<file path="config.mk">
export PLATFORM = sky130hd
export DESIGN_NAME = atr_queue
export DESIGN_NICKNAME = d
export VERILOG_FILES = /design/src/hw/rtl/atr_pkg.sv /design/src/hw/rtl/atr_queue.sv
export SDC_FILE = /design/constraint.sdc
export NUM_CORES = 1
export LEC_CHECK = 0
export BUFFER_PORTS_ARGS = -buffer_cell sky130_fd_sc_hd__clkbuf_2
export CORE_AREA = 2 2 113 159
export CTS_CLUSTER_DIAMETER = 60
export DETAILED_ROUTE_END_ITERATION = 6
export DIE_AREA = 0 0 115 161
export PLACE_DENSITY_LB_ADDON = 0.08
export SETUP_SLACK_MARGIN = 0.05
export SKIP_LAST_GASP = 1
export SLEW_MARGIN = 20
export SYNTH_ARGS = -nofsm -noshare
export SYNTH_HDL_FRONTEND = slang
export SYNTH_SLANG_ARGS = --single-unit
</file>
<file path="constraint.sdc">
create_clock -name clock -period 4.6 [get_ports clock]
set_input_delay 0.23 -clock clock [delete_from_list [all_inputs] [get_ports clock]]
set_output_delay 0.23 -clock clock [all_outputs]
set_load 0.005 [all_outputs]
</file>
<file path="src/hw/rtl/atr_pkg.sv">
// Shared types and constants of the rotozoom texture mapper.
package atr_pkg;

   localparam int TEX_SIDE_BITS = 8;
   localparam int FRAC_BITS     = 17;
   localparam int ACC_W         = FRAC_BITS + TEX_SIDE_BITS;
   localparam int STEP_W        = 18;
   localparam int DIM_W         = 11;
   localparam int COLOR_W       = 24;
   localparam int ADDR_W        = 2 * TEX_SIDE_BITS;
   localparam int CSR_IDX_W     = 2;
   localparam int CSR_DATA_W    = STEP_W;
   localparam int QUEUE_DEPTH   = 4;

   localparam logic [STEP_W-1:0] STEP_X_RESET      = STEP_W'(26214);
   localparam logic [STEP_W-1:0] STEP_Y_RESET      = STEP_W'(0);
   localparam logic [DIM_W-1:0]  LINE_WIDTH_RESET  = DIM_W'(800);
   localparam logic [DIM_W-1:0]  FRAME_LINES_RESET = DIM_W'(400);

   localparam logic MODE_WRITE = 1'b0;
   localparam logic MODE_PIXEL = 1'b1;

   typedef enum logic [CSR_IDX_W-1:0] {
      CSR_STEP_X      = 2'd0,
      CSR_STEP_Y      = 2'd1,
      CSR_LINE_WIDTH  = 2'd2,
      CSR_FRAME_LINES = 2'd3
   } csr_index_type;

   // One queued operation: a texel write or a pixel lookup at addr = {row, column}
   typedef struct packed {
      logic                is_pixel;
      logic [ADDR_W-1:0]   addr;
      logic [COLOR_W-1:0]  color;
      logic                line_end;
      logic                frame_end;
   } queue_entry_type;

endpackage

</file>
<file path="src/hw/rtl/atr_queue.sv">
// Short FIFO of operations between the front end and the texture back end.
module atr_queue import atr_pkg::*; (
   input  logic            clock,
   input  logic            reset,
   input  logic            push,
   input  queue_entry_type push_entry,
   input  logic            pop,
   output queue_entry_type head,
   output logic            empty,
   output logic            full
);

   localparam int PTR_W = $clog2(QUEUE_DEPTH);
   localparam int CNT_W = PTR_W + 1;

   queue_entry_type  slot_ff [QUEUE_DEPTH];
   logic [PTR_W-1:0] wr_ptr_ff, wr_ptr_in, rd_ptr_ff, rd_ptr_in;
   logic [CNT_W-1:0] count_ff, count_in;

   assign empty = (count_ff == '0);
   assign full  = (count_ff == CNT_W'(QUEUE_DEPTH));
   assign head  = slot_ff[rd_ptr_ff];

   always_comb begin
      wr_ptr_in = push ? wr_ptr_ff + PTR_W'(1) : wr_ptr_ff;
      rd_ptr_in = pop  ? rd_ptr_ff + PTR_W'(1) : rd_ptr_ff;
      count_in  = count_ff;
      if (push && !pop) begin
         count_in = count_ff + CNT_W'(1);
      end else if (pop && !push) begin
         count_in = count_ff - CNT_W'(1);
      end
   end

   always_ff @(posedge clock) begin
      if (push) begin
         slot_ff[wr_ptr_ff] <= push_entry;
      end
   end

   always_ff @(posedge clock) begin
      if (reset) begin
         wr_ptr_ff <= '0;
         rd_ptr_ff <= '0;
         count_ff  <= '0;
      end else begin
         wr_ptr_ff <= wr_ptr_in;
         rd_ptr_ff <= rd_ptr_in;
         count_ff  <= count_in;
      end
   end

   a_no_overflow: assert property (@(posedge clock) disable iff (reset)
      full |-> !push || pop)
      else $error("queue overflow");

endmodule

</file>
# After elaboration in Yosys (flattened, before gate mapping)
# Memory sizes are Yosys's and may differ from the RTL's. A register that Yosys moved wholly into a read port is not among the register bits.
# Cells that the tools add are included.
# word_totals
regBits	7
latchBits	0
mem_bits_rw	172
rom_bits	0
in_bits	47
wordCells	21
memories	1
# memory_table
memory	depth	word_bits	read_ports	rd_clocked_by_memory_dff	wr	line_no	rtl
slot_ff	4	43	1	1	1	atr_queue.sv:16	queue_entry_type slot_ff [QUEUE_DEPTH];
# op_classes
add_sub_neg	4
mul	0
div	0
magnitude_cmp	0
n_eq_ne	1
n_shift	0
n_mux	6
bitwise_logic	0
reduce_logical	6
# op_table
op	count
2-to-1 mux 3 bit	2
adder 2 x 1 -> 2 bit (second input constant)	2
2-to-1 mux 2 bit	2
adder 3 x 1 -> 3 bit (second input constant)	1
== test 3 bit (second input constant)	1
zero test 3 bit	1
subtractor 3 x 1 -> 3 bit (second input constant)	1
logical AND 1 bit	2
zero test 1 bit	2
2-to-1 mux 1 bit	2
nonzero test 2 bit	1

# Logic depth before layout (Yosys ltp)
# Gate-level depths: netlist (run 1).
# logic_depth
word_depth	4
mapped_depth	7
ltp_nobuf	7

# Least setup slack after synthesis (run 1)
# Ideal clock, no wire load.
# synth_path
path_type	register -> register
start	reg wr_ptr_ff[0]
end	mem slot_ff[2][0] in the netlist's numbering, enable pin
arrival_ns	1.578
slack_ns	2.618
stages_incl_launch_ff	4
synth_period_minus_slack_ns	1.982
path_cell_list	dfxtp_1 -> inv_1 -> ha_1 -> and2_1
# synth_rtl
element	line_no	rtl
from (decl)	atr_queue.sv:17	logic [PTR_W-1:0] wr_ptr_ff, wr_ptr_in, rd_ptr_ff, rd_ptr_in;
from (signal assigned)	atr_queue.sv:47	wr_ptr_ff <= wr_ptr_in;
to (decl)	atr_queue.sv:16	
# Straight into the memory's write port.

==> results of run 1 <==
-- cells in the mapped netlist (2+ instances only) --
library cell,instances
ha_1,5
and2_1,4
xnor2_1,2
mux4_2,40
dfxtp_1,9
buf_12,4
xor2_1,3
edfxtp_1,172
clkbuf_1,2
inv_1,4
buf_2,4
mux4_1,3
nor2_1,7
mux2i_1,2
-- layout make-up --
cell class                      instances  area (µm²)
Clock buffer                           20         437
Inverter                                4        15.0
Antenna cell                            1        2.50
Clock inverter                         11        87.6
Sequential cell                       181        5350
Fill cell                            1486        9260
Multi-Input combinational cell         73        1210
Tap cell                              206         258
Timing Repair Buffer                   96         493
-- final timing paths --
kind	to	startpoint	slack, ns	depth (start not counted)
max	head[38]	flop	2.17	2
min	slot_ff[2][26]	push_entry[26]	0.02	1
max reg2reg	slot_ff[0][21]	wr_ptr_ff[0]	2.65	4
min reg2reg	count_ff[2]	count_ff[2]	0.50	2
-- metal layers --
metal,track usage (%),up-vias,wire [µm]
met5,0,-,0
met4,5.26,0,190
met3,4.62,14,526
met2,23.1,63,6280
met1,17.1,1553,4980
li1,-,1338,-
-- state kept, by name, summed over array words and instances, names as in the netlist, named ones only --
name	cells
rd_ptr_ff	2
slot_ff	172
count_ff	3
wr_ptr_ff	2
-- power groups by stage --
stage / clock [W] / combinational, W / sequential, W
2_1_floorplan: 0 / 0.000203 / 0.00194
3_3_place_gp: 0 / 0.000296 / 0.00198
3_5_place_dp: 0 / 0.000302 / 0.00198
4_1_cts: 0.00134 / 0.000303 / 0.00195
5_1_grt: 0.00141 / 0.000323 / 0.00195
6_report: 0.00131 / 0.000292 / 0.00194
-- metrics by stage --
stage	cell area (µm²)	setup slack, ns	utilization [%]
floorplan	6690	2.62	-
global placement	7330	2.52	42.8
detailed placement	7330	2.54	42.8
CTS	7860	2.07	45.9
global route	7860	1.98	45.9
finish	7860	2.17	45.9
-- cell families after synthesis --
logic type / synth area share, %
buffers and inverters: 2.00
flip-flops: 79.9
adder cells (fa/ha/maj): 1.23
multiplexers: 14.9
AND/OR/NAND/NOR: 1.10
XOR/XNOR: 0.655
AO/OA/AOI/OAI: 0.150
-- worst max-delay path, delay by kind of cell, from the launching register on --
kind	cells	cell delay [ns]
buffers and inverters	1	0.13
muxes	1	0.67
DFF	1	0.94
==> flow_summary.json, run 1 <==
{
  "outcome": "finished, final reports clean",
  "pwr-share-seq_pct": 54.8,
  "dr.pass1.iters": 4,
  "root_buffer": "clkbuf_16",
  "ys_seq_area_share_pct": 79.9,
  "final.setup_skew_ns": 0.00774,
  "cts_sinks": 181,
  "power.leakage_nw": 2.68,
  "routabilityCongestion": 0.664,
  "layout_commonest_cell": "edfxtp_1",
  "finalCritPeriodShare_pct": 52.8,
  "arrival_ns": 2.20,
  "fp.dieW_um": 115,
  "ant_nets": 0,
  "final_cells": 592,
  "period_needed_ns": 2.43,
  "synth_top_area_share_pct": 77.2,
  "layout-drive-gt1-share_pct": 43.4,
  "antenna_found_initial": 1,
  "hold_path.class": "in2reg",
  "grt_pass1_wl_mm": 18.4,
  "power_w": 0.00354,
  "holdWs_ns": 0.0195,
  "max_stage_delay_ns": 0.94,
  "grt_use_total_pct": 14.0,
  "die-area_mm2": 0.0185,
  "ys_warn_count": 0,
  "synth_edf_count": 172,
  "async_flop_share_pct": 0,
  "syn_area_per_cell_um2": 24.9,
  "syn_nets": 322,
  "ys_top_cells_by_area": "edfxtp_1, mux4_2, dfxtp_1, buf_12, mux4_1",
  "fp-row-count": 57,
  "insertion_delay_ns": 0.42,
  "clockBufferDepth": 2,
  "cpMaxStageDelayCell": "dfxtp_4",
  "clock_power_share_pct": 36.9,
  "path_max_fanout": 43,
  "clk_pin_slew_ns": 0.06,
  "vias": 2968,
  "routedWlPerCell_um": 20.2,
  "ctsHoldBuffers": 0,
  "yosys.area.top_type": "edfxtp_1",
  "io_buffers": 91,
  "cts_tree": "done",
  "cts_resized": 0,
  "p_int_w": 0.00278,
  "layout_common_cells": "edfxtp_1, clkbuf_2, mux4_2",
  "required_ns": 4.37,
  "grt_max_degree": 44,
  "cp-end-kind": "output port",
  "rsz0062_at_grt": "false",
  "yosysUniqueCellTypes": 22,
  "cts-buffers-inserted": 17,
  "drc": 0,
  "h-tree-depth": 4,
  "finalMaxSlewViolations": 0,
  "io_pins": 92,
  "drtIter0Drc": 152,
  "overflow": 0,
  "peakVddDrop_mv": 0.185,
  "cts_setup_buffers": 0,
  "initial_core_util_pct": 39.1,
  "p_sw_share_pct": 21.5,
  "synthFlopType": "edfxtp_1",
  "critPathKind": "reg2out",
  "core_region_area_mm2": 0.0171,
  "finalHoldViolCount": 0,
  "die_y_um": 161,
  "nNetsFinal": 426,
  "drv_cap": 0,
  "area_growth_pct": 17.5,
  "pwr-share-comb_pct": 8.2,
  "dp.final_hpwl_mm": 7.17,
  "via_per_inst": 5.01,
  "synth_seq_cells": 181,
  "max_freq_mhz": 412,
  "grt_pass1_vias": 3264,
  "drt_wl_total_mm": 12.0,
  "max_slew_margin_pct": 40.5,
  "fin_tns_setup_ns": 0,
  "tightest_slew_ns": 0.893,
  "p_sw_w": 0.000762,
  "dp.cells": 560,
  "p_per_area_mw_per_mm2": 451,
  "setup_viol": 0,
  "cp-start-kind": "flop",
  "synth_area_mm2": 0.00669,
  "worstPathCellList": "mux4_1 > clkbuf_2",
  "syn_inst": 269
}
Power figures use the tool's default switching activity.
==> run 2, diff against run 1 <==
- clock period: 4.6 -> 2.4 ns (I/O delays scaled with it)
==> run 2 against run 1 <==
Compared with the run above:
- total power up 99%
- clock power up 110%
- critical path depth up 1
- setup slack worse by 1.9 ns
- hold slack better by 0.0070 ns
- sequential power up 90%
- die area unchanged
- combinational power up 130%
- utilization up 3.4 points
- clock-buffer cell count down 1
- largest power group unchanged
- highest routed layer unchanged
==> flow_summary.json, run 2 (same netlist as run 1, synthesis figures left out) <==
{
  "critPathKind": "reg2out",
  "fin_util_pct": 49.3,
  "worstPathCellList": "buf_4 > mux4_1 > clkbuf_2",
  "pwr-share-comb_pct": 9.7,
  "insertion_delay_ns": 0.43,
  "tightest_slew_ns": 0.522,
  "final.setup_skew_ns": 0.00729,
  "pwr-share-seq_pct": 52.1,
  "fin_tns_setup_ns": 0,
  "dp.final_hpwl_mm": 7.12,
  "cts_sinks": 181,
  "vias": 3125,
  "drv_cap": 0,
  "path_max_fanout": 17,
  "cts-buffers-inserted": 17,
  "power.leakage_nw": 2.95,
  "io_pins": 92,
  "drc": 0,
  "top_register": "slot_ff",
  "grt_max_degree": 29,
  "grt_use_total_pct": 14.1,
  "layout_common_cells": "edfxtp_1, clkbuf_2, dlygate4sd3_1",
  "clk_pin_slew_ns": 0.06,
  "drtIter0Drc": 188,
  "cp-start-kind": "flop",
  "die_y_um": 161,
  "arrival_ns": 2.02,
  "cpMaxStageDelayCell": "mux4_1",
  "grt_pass1_vias": 3386,
  "peakVddDrop_mv": 0.405,
  "finalHoldViolCount": 0,
  "p_int_w": 0.00560,
  "reg.largest.list": "slot_ff x172, count_ff x3",
  "antenna_found_initial": 0,
  "fp.dieW_um": 115,
  "core_region_area_mm2": 0.0171,
  "finalCritPeriodShare_pct": 89.0,
  "via_per_inst": 4.87,
  "hold_path.class": "in2reg",
  "ant_nets": 0,
  "area_growth_pct": 26.2,
  "layout_commonest_cell": "edfxtp_1",
  "max_stage_delay_ns": 0.60,
  "rsz0062_at_grt": "false",
  "p_per_area_mw_per_mm2": 837,
  "fin_ws_ns": 0.265,
  "largest_reg_flops": 172,
  "drt_wl_total_mm": 11.9,
  "root_buffer": "clkbuf_16",
  "setup_viol": 0,
  "outcome": "finished, final reports clean",
  "n_antenna_cell": 0,
  "overflow": 0,
  "holdWs_ns": 0.0265,
  "cts_setup_buffers": 0,
  "clockBufferDepth": 2,
  "h-tree-depth": 4,
  "die-area_mm2": 0.0185,
  "clock_power_share_pct": 38.2,
  "cts_tree": "done",
  "p_sw_w": 0.00146,
  "grt_pass1_wl_mm": 18.8,
  "initial_core_util_pct": 39.1,
  "max_freq_mhz": 468,
  "routabilityCongestion": 0.664,
  "nNetsFinal": 478,
  "layout-drive-gt1-share_pct": 40.6,
  "p_sw_share_pct": 20.6,
  "routedWlPerCell_um": 18.5,
  "cp-end-kind": "output port",
  "period_needed_ns": 2.14,
  "finalMaxSlewViolations": 0,
  "io_buffers": 91,
  "max_slew_margin_pct": 65.2,
  "fp-row-count": 57,
  "dp_slack_ns": 0.661,
  "required_ns": 2.28,
  "dr.pass1.iters": 4
}
-- run 2: changes by cell type in the layout (fill, tap and decap cells not counted), sizes merged --
cell and change:
clkinvlp -3, clkinv +1, dlygate4sd3 +44, buf +8, clkbuf -1, diode -1
bufinv +2
-- run 2: path summary, 6_finish.rpt --
kind / startpoint / endpoint / slack (ns) / cells after the start
max reg2reg: wr_ptr_ff[0] / slot_ff[2][1] / 0.77 / 4
min reg2reg: count_ff[2] / count_ff[2] / 0.50 / 2
min: pop / rd_ptr_ff[0] / 0.03 / 3
max: flop / head[38] / 0.26 / 3
-- run 2: worst max-delay path: cells and delay by family, from the launching register on --
family	cells	cell delay [ns]
buffers and inverters	2	0.42
muxes	1	0.60
DFF	1	0.56
-- run 2: area by class of cell --
cell class / count / area (µm²)
fill: 1446 / 8680
clock inverter: 11 / 136
clock buffer: 19 / 433
sequential: 181 / 5350
timing repair buffer: 148 / 1030
tap: 206 / 258
multi-input combinational: 73 / 1210
inverter: 4 / 15.0
-- run 2: power groups by stage --
stage / sequential [W] / combinational, W / clock [W]
detailed placement: 0.00375 / 0.000651 / 0
CTS: 0.00368 / 0.000711 / 0.00278
finish: 0.00368 / 0.000684 / 0.00270
global route: 0.00369 / 0.000754 / 0.00289
global placement: 0.00374 / 0.000640 / 0
floorplan: 0.00372 / 0.000389 / 0
-- run 2: metrics by stage --
stage / power [W] / cells / instance area, µm²
after floorplan: 0.00411 / 269 / 6690
after global placement: 0.00438 / 568 / 7430
after detailed placement: 0.00440 / 568 / 7430
after CTS: 0.00717 / 642 / 8440
after global routing: 0.00734 / 642 / 8440
final: 0.00706 / 642 / 8440
-- run 2: layer usage --
| metal | global-route usage [%] | vias to the layer above | share of wire, % |
|---|---|---|---|
| li1 | - | 1443 | - |
| met3 | 4.17 | 9 | 3.8 |
| met4 | 6.24 | 0 | 1.5 |
| met2 | 23.2 | 64 | 53 |
| met1 | 17.2 | 1609 | 42 |
| met5 | 0 | - | 0 |
-- run 2: timing repair --
| action | 4_1_cts | 5_1_grt |
|---|---|---|
| endpoints found under the hold margin | 181 | 0 |
| resized for setup | 0 | 0 |
| hold buffers | 44 | 0 |
| endpoints found under the setup margin | 0 | 0 |
